**src/lpcr_pkg.sv**
```systemverilog
// Shared types and constants for the LPC signal restore block.
// Used by every module under src; has no dependencies of its own.
`default_nettype none

package lpcr_pkg;

  // Largest predictor order the block is built for.
  localparam int MAX_ORDER_DEFAULT = 32;

  // Depth of the queue between the front end and the engine.
  localparam int QUEUE_DEPTH = 2;

  // Input command codes.
  localparam logic [1:0] CMD_RESIDUAL  = 2'd0;
  localparam logic [1:0] CMD_WARMUP    = 2'd1;
  localparam logic [1:0] CMD_LOAD_COEF = 2'd2;

  // Configuration register indexes.
  localparam logic REG_ORDER = 1'b0;
  localparam logic REG_SHIFT = 1'b1;

  // One classified work item as it travels from the front end to the engine.
  typedef struct packed {
    logic [1:0]  op;
    logic [31:0] sample;
    logic [4:0]  cidx;
    logic [15:0] cval;
    logic        bend;
  } item_t;

  // Engine status seen by the top level.
  typedef struct packed {
    logic busy;
    logic out_free;
  } eng_status_t;

endpackage

`default_nettype wire

```
**src/lpcr_front.sv**
```systemverilog
// Front end: takes input transfers, drops commands that do nothing and
// hands the rest to the queue. Depends on lpcr_pkg.
`default_nettype none

module lpcr_front #(
  parameter int MAX_ORDER = lpcr_pkg::MAX_ORDER_DEFAULT
) (
  input  wire logic                clk,
  input  wire logic                rst,
  input  wire logic                in_valid,
  output logic                     in_ready,
  input  wire logic [1:0]          command,
  input  wire logic signed [31:0]  sample_value,
  input  wire logic [4:0]          coef_index,
  input  wire logic signed [15:0]  coef_value,
  input  wire logic                block_end,
  output logic                     push_valid,
  input  wire logic                push_ready,
  output lpcr_pkg::item_t          push_item
);

  logic            hold_valid;
  lpcr_pkg::item_t hold_item;
  logic            keep;

  // The holding register is free when empty or when the queue takes it now.
  assign in_ready = !hold_valid || push_ready;

  // Command three and loads beyond the store are accepted and dropped.
  always_comb begin
    case (command)
      lpcr_pkg::CMD_RESIDUAL:  keep = 1'b1;
      lpcr_pkg::CMD_WARMUP:    keep = 1'b1;
      lpcr_pkg::CMD_LOAD_COEF: keep = (6'(coef_index) < 6'(MAX_ORDER));
      default:                 keep = 1'b0;
    endcase
  end

  // Control of the holding register.
  always_ff @(posedge clk) begin
    if (rst) begin
      hold_valid <= 1'b0;
    end else if (in_ready) begin
      hold_valid <= in_valid && keep;
    end
  end

  // Payload of the holding register.
  always_ff @(posedge clk) begin
    if (in_valid && in_ready) begin
      hold_item.op     <= command;
      hold_item.sample <= sample_value;
      hold_item.cidx   <= coef_index;
      hold_item.cval   <= coef_value;
      hold_item.bend   <= block_end;
    end
  end

  assign push_valid = hold_valid;
  assign push_item  = hold_item;

endmodule

`default_nettype wire

```
**src/lpcr_queue.sv**
```systemverilog
// Short first-in first-out queue of classified items between the front
// end and the engine. Depends on lpcr_pkg.
`default_nettype none

module lpcr_queue (
  input  wire logic             clk,
  input  wire logic             rst,
  input  wire logic             wr_valid,
  output logic                  wr_ready,
  input  wire lpcr_pkg::item_t  wr_item,
  output logic                  rd_valid,
  input  wire logic             rd_ready,
  output lpcr_pkg::item_t       rd_item
);

  localparam int DEPTH = lpcr_pkg::QUEUE_DEPTH;
  localparam int PTR_W = (DEPTH > 1) ? $clog2(DEPTH) : 1;
  localparam int CNT_W = $clog2(DEPTH + 1);

  lpcr_pkg::item_t  entries [DEPTH];
  logic [PTR_W-1:0] wptr;
  logic [PTR_W-1:0] rptr;
  logic [CNT_W-1:0] count;
  logic             do_wr;
  logic             do_rd;

  assign wr_ready = (count != CNT_W'(DEPTH));
  assign rd_valid = (count != '0);
  assign rd_item  = entries[rptr];
  assign do_wr    = wr_valid && wr_ready;
  assign do_rd    = rd_valid && rd_ready;

  // Pointers and fill count.
  always_ff @(posedge clk) begin
    if (rst) begin
      wptr  <= '0;
      rptr  <= '0;
      count <= '0;
    end else begin
      if (do_wr) begin
        wptr <= (wptr == PTR_W'(DEPTH - 1)) ? '0 : wptr + 1'b1;
      end
      if (do_rd) begin
        rptr <= (rptr == PTR_W'(DEPTH - 1)) ? '0 : rptr + 1'b1;
      end
      if (do_wr && !do_rd) begin
        count <= count + 1'b1;
      end else if (do_rd && !do_wr) begin
        count <= count - 1'b1;
      end
    end
  end

  // Entry storage.
  always_ff @(posedge clk) begin
    if (do_wr) begin
      entries[wptr] <= wr_item;
    end
  end

endmodule

`default_nettype wire

```
**src/lpcr_engine.sv**
```systemverilog
// Engine: holds coefficients and sample history, runs the shared
// multiply-accumulate over the taps and drives the result register.
// Depends on lpcr_pkg.
`default_nettype none

module lpcr_engine #(
  parameter int MAX_ORDER = lpcr_pkg::MAX_ORDER_DEFAULT
) (
  input  wire logic                clk,
  input  wire logic                rst,
  input  wire logic [5:0]          cfg_order,
  input  wire logic signed [4:0]   cfg_shift,
  input  wire logic                q_valid,
  output logic                     q_ready,
  input  wire lpcr_pkg::item_t     q_item,
  output logic                     out_valid,
  input  wire logic                out_ready,
  output logic signed [31:0]       restored_sample,
  output logic                     block_end_out,
  output lpcr_pkg::eng_status_t    status
);

  localparam int IDX_W = (MAX_ORDER > 1) ? $clog2(MAX_ORDER) : 1;
  localparam int CNT_W = $clog2(MAX_ORDER + 1);

  localparam logic [1:0] S_IDLE  = 2'd0;
  localparam logic [1:0] S_MAC   = 2'd1;
  localparam logic [1:0] S_DRAIN = 2'd2;
  localparam logic [1:0] S_DONE  = 2'd3;

  logic [1:0]        state;
  logic [1:0]        state_next;
  logic [31:0]       history [MAX_ORDER];
  logic [15:0]       coefs   [MAX_ORDER];
  logic [CNT_W-1:0]  cnt;
  logic [CNT_W-1:0]  order_eff;
  logic [31:0]       acc;
  logic [31:0]       prod;
  logic              prod_valid;
  logic [31:0]       residual;
  logic              bend;
  logic              out_free;
  logic              pop;
  logic              last_tap;
  logic              push;
  logic [31:0]       push_value;
  logic [31:0]       pred;
  logic [31:0]       res_sum;
  logic [4:0]        left_mag;
  logic signed [47:0] mul;

  // Order is saturated to the store depth.
  assign order_eff = (cfg_order > 6'(MAX_ORDER)) ? CNT_W'(MAX_ORDER) : CNT_W'(cfg_order);
  assign last_tap  = (cnt == CNT_W'(order_eff - CNT_W'(1)));

  assign out_free = !out_valid || out_ready;
  assign q_ready  = (state == S_IDLE) &&
                    ((q_item.op == lpcr_pkg::CMD_LOAD_COEF) || out_free);
  assign pop      = q_valid && q_ready;

  // One tap product; only the low 32 bits matter after wrapping.
  assign mul = $signed(coefs[cnt[IDX_W-1:0]]) * $signed(history[cnt[IDX_W-1:0]]);

  // Scale the prediction: positive shift goes right arithmetically,
  // zero or negative shift goes left by its magnitude.
  assign left_mag = 5'(-cfg_shift);
  always_comb begin
    if (cfg_shift != '0 && !cfg_shift[4]) begin
      pred = 32'($signed(acc) >>> cfg_shift[3:0]);
    end else begin
      pred = acc << left_mag;
    end
  end
  assign res_sum = residual + pred;

  // Sequencer.
  always_comb begin
    state_next = state;
    case (state)
      S_IDLE: begin
        if (pop && q_item.op == lpcr_pkg::CMD_RESIDUAL) begin
          state_next = (order_eff == '0) ? S_DRAIN : S_MAC;
        end
      end
      S_MAC: begin
        if (last_tap) begin
          state_next = S_DRAIN;
        end
      end
      S_DRAIN: state_next = S_DONE;
      S_DONE: begin
        if (out_free) begin
          state_next = S_IDLE;
        end
      end
      default: state_next = S_IDLE;
    endcase
  end

  always_ff @(posedge clk) begin
    if (rst) begin
      state <= S_IDLE;
    end else begin
      state <= state_next;
    end
  end

  // Tap counter, product register and accumulator.
  always_ff @(posedge clk) begin
    if (rst) begin
      prod_valid <= 1'b0;
      cnt        <= '0;
      acc        <= '0;
    end else begin
      case (state)
        S_IDLE: begin
          prod_valid <= 1'b0;
          cnt        <= '0;
          acc        <= '0;
        end
        S_MAC: begin
          prod       <= mul[31:0];
          prod_valid <= 1'b1;
          cnt        <= cnt + 1'b1;
          acc        <= acc + (prod_valid ? prod : 32'd0);
        end
        S_DRAIN: begin
          prod_valid <= 1'b0;
          acc        <= acc + (prod_valid ? prod : 32'd0);
        end
        default: begin
          prod_valid <= 1'b0;
        end
      endcase
    end
  end

  // Residual and block end of the item under work.
  always_ff @(posedge clk) begin
    if (pop && q_item.op == lpcr_pkg::CMD_RESIDUAL) begin
      residual <= q_item.sample;
      bend     <= q_item.bend;
    end
  end

  // A warm-up value or a finished sample enters the history.
  always_comb begin
    push       = 1'b0;
    push_value = q_item.sample;
    if (pop && q_item.op == lpcr_pkg::CMD_WARMUP) begin
      push = 1'b1;
    end else if (state == S_DONE && out_free) begin
      push       = 1'b1;
      push_value = res_sum;
    end
  end

  // History shift line, newest sample at tap zero.
  always_ff @(posedge clk) begin
    if (rst) begin
      for (int k = 0; k < MAX_ORDER; k++) begin
        history[k] <= '0;
      end
    end else if (push) begin
      for (int k = MAX_ORDER - 1; k > 0; k--) begin
        history[k] <= history[k-1];
      end
      history[0] <= push_value;
    end
  end

  // Coefficient store.
  always_ff @(posedge clk) begin
    if (rst) begin
      for (int k = 0; k < MAX_ORDER; k++) begin
        coefs[k] <= '0;
      end
    end else if (pop && q_item.op == lpcr_pkg::CMD_LOAD_COEF) begin
      coefs[q_item.cidx[IDX_W-1:0]] <= q_item.cval;
    end
  end

  // Result register control.
  always_ff @(posedge clk) begin
    if (rst) begin
      out_valid <= 1'b0;
    end else if (push) begin
      out_valid <= 1'b1;
    end else if (out_ready) begin
      out_valid <= 1'b0;
    end
  end

  // Result register payload.
  always_ff @(posedge clk) begin
    if (push) begin
      restored_sample <= push_value;
      block_end_out   <= (state == S_DONE) ? bend : q_item.bend;
    end
  end

  assign status.busy     = (state != S_IDLE);
  assign status.out_free = out_free;

endmodule

`default_nettype wire

```
**src/lpc_signal_restore.sv**
```systemverilog
// LPC signal restore: a residual sample passes the front register, queue head, one step
// per tap on the shared multiplier, drain and finish to a valid result; a warm-up value
// is echoed after the front register and queue head. The engine takes no new item while
// a residual is in work and other items one per cycle while idle with a free result
// register (loads need only idle), so the tap loop sets throughput. Reset (synchronous,
// active high) clears history, coefficients, queue and sets order to 1 and shift to 0.
`default_nettype none

module lpc_signal_restore #(
  parameter int MAX_ORDER = lpcr_pkg::MAX_ORDER_DEFAULT
) (
  input  wire logic                clk,
  input  wire logic                rst,
  input  wire logic                cfg_write,
  input  wire logic                cfg_index,
  input  wire logic [5:0]          cfg_data,
  input  wire logic                in_valid,
  output logic                     in_ready,
  input  wire logic [1:0]          command,
  input  wire logic signed [31:0]  sample_value,
  input  wire logic [4:0]          coef_index,
  input  wire logic signed [15:0]  coef_value,
  input  wire logic                block_end,
  output logic                     out_valid,
  input  wire logic                out_ready,
  output logic signed [31:0]       restored_sample,
  output logic                     block_end_out
);

  logic                  cfg_order_wr;
  logic [5:0]            cfg_order;
  logic signed [4:0]     cfg_shift;
  logic                  f_valid;
  logic                  f_ready;
  lpcr_pkg::item_t       f_item;
  logic                  q_valid;
  logic                  q_ready;
  lpcr_pkg::item_t       q_item;
  lpcr_pkg::eng_status_t eng_status;

  assign cfg_order_wr = (cfg_index == lpcr_pkg::REG_ORDER);

  // Configuration registers.
  always_ff @(posedge clk) begin
    if (rst) begin
      cfg_order <= 6'd1;
      cfg_shift <= '0;
    end else if (cfg_write) begin
      if (cfg_order_wr) begin
        cfg_order <= cfg_data;
      end else begin
        cfg_shift <= cfg_data[4:0];
      end
    end
  end

  lpcr_front #(
    .MAX_ORDER(MAX_ORDER)
  ) u_front (
    .clk         (clk),
    .rst         (rst),
    .in_valid    (in_valid),
    .in_ready    (in_ready),
    .command     (command),
    .sample_value(sample_value),
    .coef_index  (coef_index),
    .coef_value  (coef_value),
    .block_end   (block_end),
    .push_valid  (f_valid),
    .push_ready  (f_ready),
    .push_item   (f_item)
  );

  lpcr_queue u_queue (
    .clk     (clk),
    .rst     (rst),
    .wr_valid(f_valid),
    .wr_ready(f_ready),
    .wr_item (f_item),
    .rd_valid(q_valid),
    .rd_ready(q_ready),
    .rd_item (q_item)
  );

  lpcr_engine #(
    .MAX_ORDER(MAX_ORDER)
  ) u_engine (
    .clk            (clk),
    .rst            (rst),
    .cfg_order      (cfg_order),
    .cfg_shift      (cfg_shift),
    .q_valid        (q_valid),
    .q_ready        (q_ready),
    .q_item         (q_item),
    .out_valid      (out_valid),
    .out_ready      (out_ready),
    .restored_sample(restored_sample),
    .block_end_out  (block_end_out),
    .status         (eng_status)
  );

`ifndef SYNTHESIS
  // A warm-up is taken from the queue only when the result register is free.
  a_warmup_room: assert property (@(posedge clk) disable iff (rst)
    (q_valid && q_ready && q_item.op == lpcr_pkg::CMD_WARMUP) |-> eng_status.out_free)
    else $error("warm-up popped while result register busy");

  // The engine takes nothing from the queue while a residual is in work.
  a_busy_no_pop: assert property (@(posedge clk) disable iff (rst)
    eng_status.busy |-> !q_ready)
    else $error("queue popped while engine busy");

  // No result is shown in the cycle after reset.
  a_reset_clear: assert property (@(posedge clk)
    $past(rst) |-> !out_valid)
    else $error("result valid right after reset");
`endif

endmodule

`default_nettype wire
```
**config.mk**
```make
export PLATFORM = sky130hd
export DESIGN_NAME = lpc_signal_restore
export DESIGN_NICKNAME = d
export VERILOG_FILES = /design/src/lpcr_pkg.sv /design/src/lpcr_front.sv /design/src/lpcr_queue.sv /design/src/lpcr_engine.sv /design/src/lpc_signal_restore.sv
export SDC_FILE = /design/constraint.sdc
export NUM_CORES = 2
export LEC_CHECK = 0
export ABC_AREA = 1
export BUFFER_PORTS_ARGS = -buffer_cell sky130_fd_sc_hd__buf_2
export CAP_MARGIN = 20
export CORE_MARGIN = 2
export CORE_UTILIZATION = 30
export DETAILED_ROUTE_END_ITERATION = 12
export GPL_TIMING_DRIVEN = 0
export MAX_ROUTING_LAYER = met4
export PLACE_DENSITY = 0.41
export SLEW_MARGIN = 15
export SYNTH_ARGS = -nofsm -noshare
export SYNTH_HDL_FRONTEND = slang
export SYNTH_HIERARCHICAL = 1
export SYNTH_SLANG_ARGS = --single-unit
export TNS_END_PERCENT = 100
```
**constraint.sdc**
```tcl
create_clock -name clk -period 72.4 [get_ports clk]
set_clock_uncertainty 0.2 [all_clocks]
set_input_delay 7.24 -clock clk [delete_from_list [all_inputs] [get_ports clk]]
set_output_delay 7.24 -clock clk [all_outputs]
set_load 0.005 [all_outputs]
```
==> impl_results.rst <==
.. list-table::
   :header-rows: 1

   * - Metric
     - Value
   * - Post-route fraction of the period consumed by the critical path
     - 16.57%
   * - # resized after CTS
     - 0
   * - Total congestion overflow after global routing
     - 0
   * - Number of clock sinks seen by CTS
     - 1,866
   * - HPWL reported at the end of detailed placement
     - 342,500 um
   * - Power Density
     - 46.28 nW/um2
   * - Cell count after synthesis
     - 11,050
   * - Sum Neg Setup Slack
     - 0 ns
   * - Number of synthesis warnings
     - 6
   * - Setup slack of the worst register-to-register path
     - 61.19 ns
   * - Number of nets in the synthesized netlist
     - 11,590
   * - IR drop worst, VDD
     - 0.1163 mV
   * - Routability cong.
     - 0.9223
   * - Floorplan die width
     - 585.7 um
   * - Mapped cell area
     - 101,500 um2
   * - DRT Pass-1 Iters
     - 6
   * - Routed via count
     - 83,540
   * - Layout cell share with drive strength beyond 1
     - 8.702%
   * - Hold path depth
     - 0
   * - Number of design rule violations left after detail routing
     - 0
   * - Post-DRT Antenna Nets
     - 0
   * - Worst EP required
     - 72.77 ns
   * - Num CTS Buffers
     - 222
   * - Final slew viol count
     - 0
   * - Vertical extent of the die
     - 585.7 um
   * - Final routed wirelength across all metal layers
     - 474,600 um
   * - Reg clk slew, reported paths
     - 0.06 ns
   * - Crit Path Category
     - in -> reg
   * - Input/output buffers
     - 101
   * - Clock tree from TritonCTS
     - yes
   * - First-pass GRT wire length
     - 646,000 um
   * - Area inside the core boundary
     - 336,600 um2
   * - Area Growth Syn to Fin
     - 14.94%
   * - Die area
     - 343,100 um2
   * - Post-CTS repair timing setup buffer count
     - 0
   * - H-tree depth
     - 4
   * - Pin count of the biggest net entering global routing
     - 54
   * - Routed len/inst
     - 29.34 um
   * - Number of max-capacitance violations reported
     - 0
   * - Minimum clock period
     - 12.00 ns
   * - Final cell utilization of the core
     - 34.67%
   * - Number of cell rows
     - 213
   * - Nets
     - 12,010
   * - CTS max path bufs
     - 4
   * - Data arrival time at the worst-slack endpoint
     - 12.37 ns
   * - First-iteration detailed-routing DRC count
     - 10,440
   * - Unrepaired setup endpoints after global routing
     - false
   * - Clock latency on the worst-skew pair
     - 0.95 ns
   * - Overall Global Routing Usage
     - 27.96%
   * - Setup violations, final
     - 0
   * - Fmax achieved
     - 83.35 MHz
   * - Worst Hold Margin
     - 0.2360 ns
   * - Final Hold Viols
     - 0
   * - Via count normalized by instance count
     - 5.164
   * - Maximum net fanout on the critical path
     - 20
   * - Leakage power summed over all cells
     - 0.04834 uW
   * - Vias in the first global route
     - 79,960
   * - R2R cell count
     - 33
   * - Antenna violations before repair
     - 32
   * - Worst hold path type
     - reg -> reg
   * - Mean cell area of the mapped netlist
     - 9.187 um2
   * - Total of hold buffers inserted after clock tree synthesis
     - 0
   * - CTS Root Buffer Type
     - clkbuf_16
   * - Slew of the pin with the lowest slew margin
     - 1.283 ns
   * - Critical path endpoint category
     - flip-flop
   * - Layout Cell Area excl Fill
     - 116,700 um2
   * - Status
     - finished, final reports clean
   * - Initial Util
     - 30.16%
   * - Post-placement cell area
     - 109,800 um2
   * - Number of primary I/O pins
     - 103
   * - Max_slew headroom
     - 14.45%
   * - Kind of start point of the critical path
     - input pin
-- layout by cell type (no fill, tap or decap), types with 164 or more instances in the layout --
cell / instances
nand2_1: 1939
buf_2: 292
clkbuf_16: 223
ha_1: 164
edfxtp_1: 1802
fa_1: 306
nor2_1: 1899
clkbuf_1: 329
o21ai_0: 586
a21oi_1: 586
nand3_1: 800
inv_1: 1679
-- registers in the layout (all words and copies together), names as in the netlist, 5 cells and up, named ones only --
| register | cells |
|---|---|
| u_engine/coefs | 512 |
| u_engine/residual | 32 |
| u_engine/history | 1024 |
| u_engine/restored_sample | 32 |
| u_front/push_item | 56 |
| cfg_shift | 5 |
| u_engine/cnt | 6 |
| cfg_order | 6 |
| u_queue/entries | 112 |
| u_engine/prod | 32 |
| u_engine/acc | 32 |
-- per-stage QoR --
step | cells | power (uW) | setup slack (ns)
2_1_floorplan | 11050 | 3457 | 32.15
4_1_cts | 16170 | 5434 | 60.39
3_5_place_dp | 15760 | 4291 | 59.44
6_report | 16180 | 5400 | 60.40
5_1_grt | 16170 | 5794 | 60.32
3_3_place_gp | 15670 | 4549 | 12.36
-- critical path, cell delays in order --
cell and delay (ns):
buf_2 0.09, nor2_1 0.59, a21oi_1 0.40, nand2_1 0.32, inv_1 0.06, nand2_1 0.21
nand2_2 0.51, buf_16 0.37, nand2_1 0.46, clkbuf_2 0.72, clkbuf_1 0.48, clkbuf_1 0.77
nor2_1 0.08
-- final timing paths --
check | from | to
setup / recovery | out_ready | u_engine/history[26][2]
hold / removal | u_front/push_item[5] | u_queue/entries[1][5]
setup reg to reg | flip-flop | u_engine/prod[28]
hold reg to reg | u_front/push_item[5] | u_queue/entries[1][5]
-- final cells by class --
cell class	instances	area [um2]
Fill cell	34930	219900
Buffer	635	3063
Timing Repair Buffer	196	2406
Clock inverter	125	1044
Sequential cell	1866	55390
Multi-Input combinational cell	6834	36860
Antenna cell	9	22.52
Clock buffer	281	5808
Tap cell	4515	5649
Inverter	1715	6437
-- where the power goes --
group	internal (uW)	switching [uW]	total (uW)
Combinational	894	1870	2760
Clock	615	483	1100
Sequential	1460	79.4	1540
Total	2970	2430	5400
-- metal layers --
layer / routed length, um / GRT usage [%] / vias to the layer above
li1: - / - / 36650
met1: 199200 / 36.85 / 41990
met2: 212200 / 42.63 / 3991
met3: 38890 / 4.251 / 899
met4: 24320 / 12.17 / 0
met5: 0 / - / -
Power figures use the tool's default switching activity.
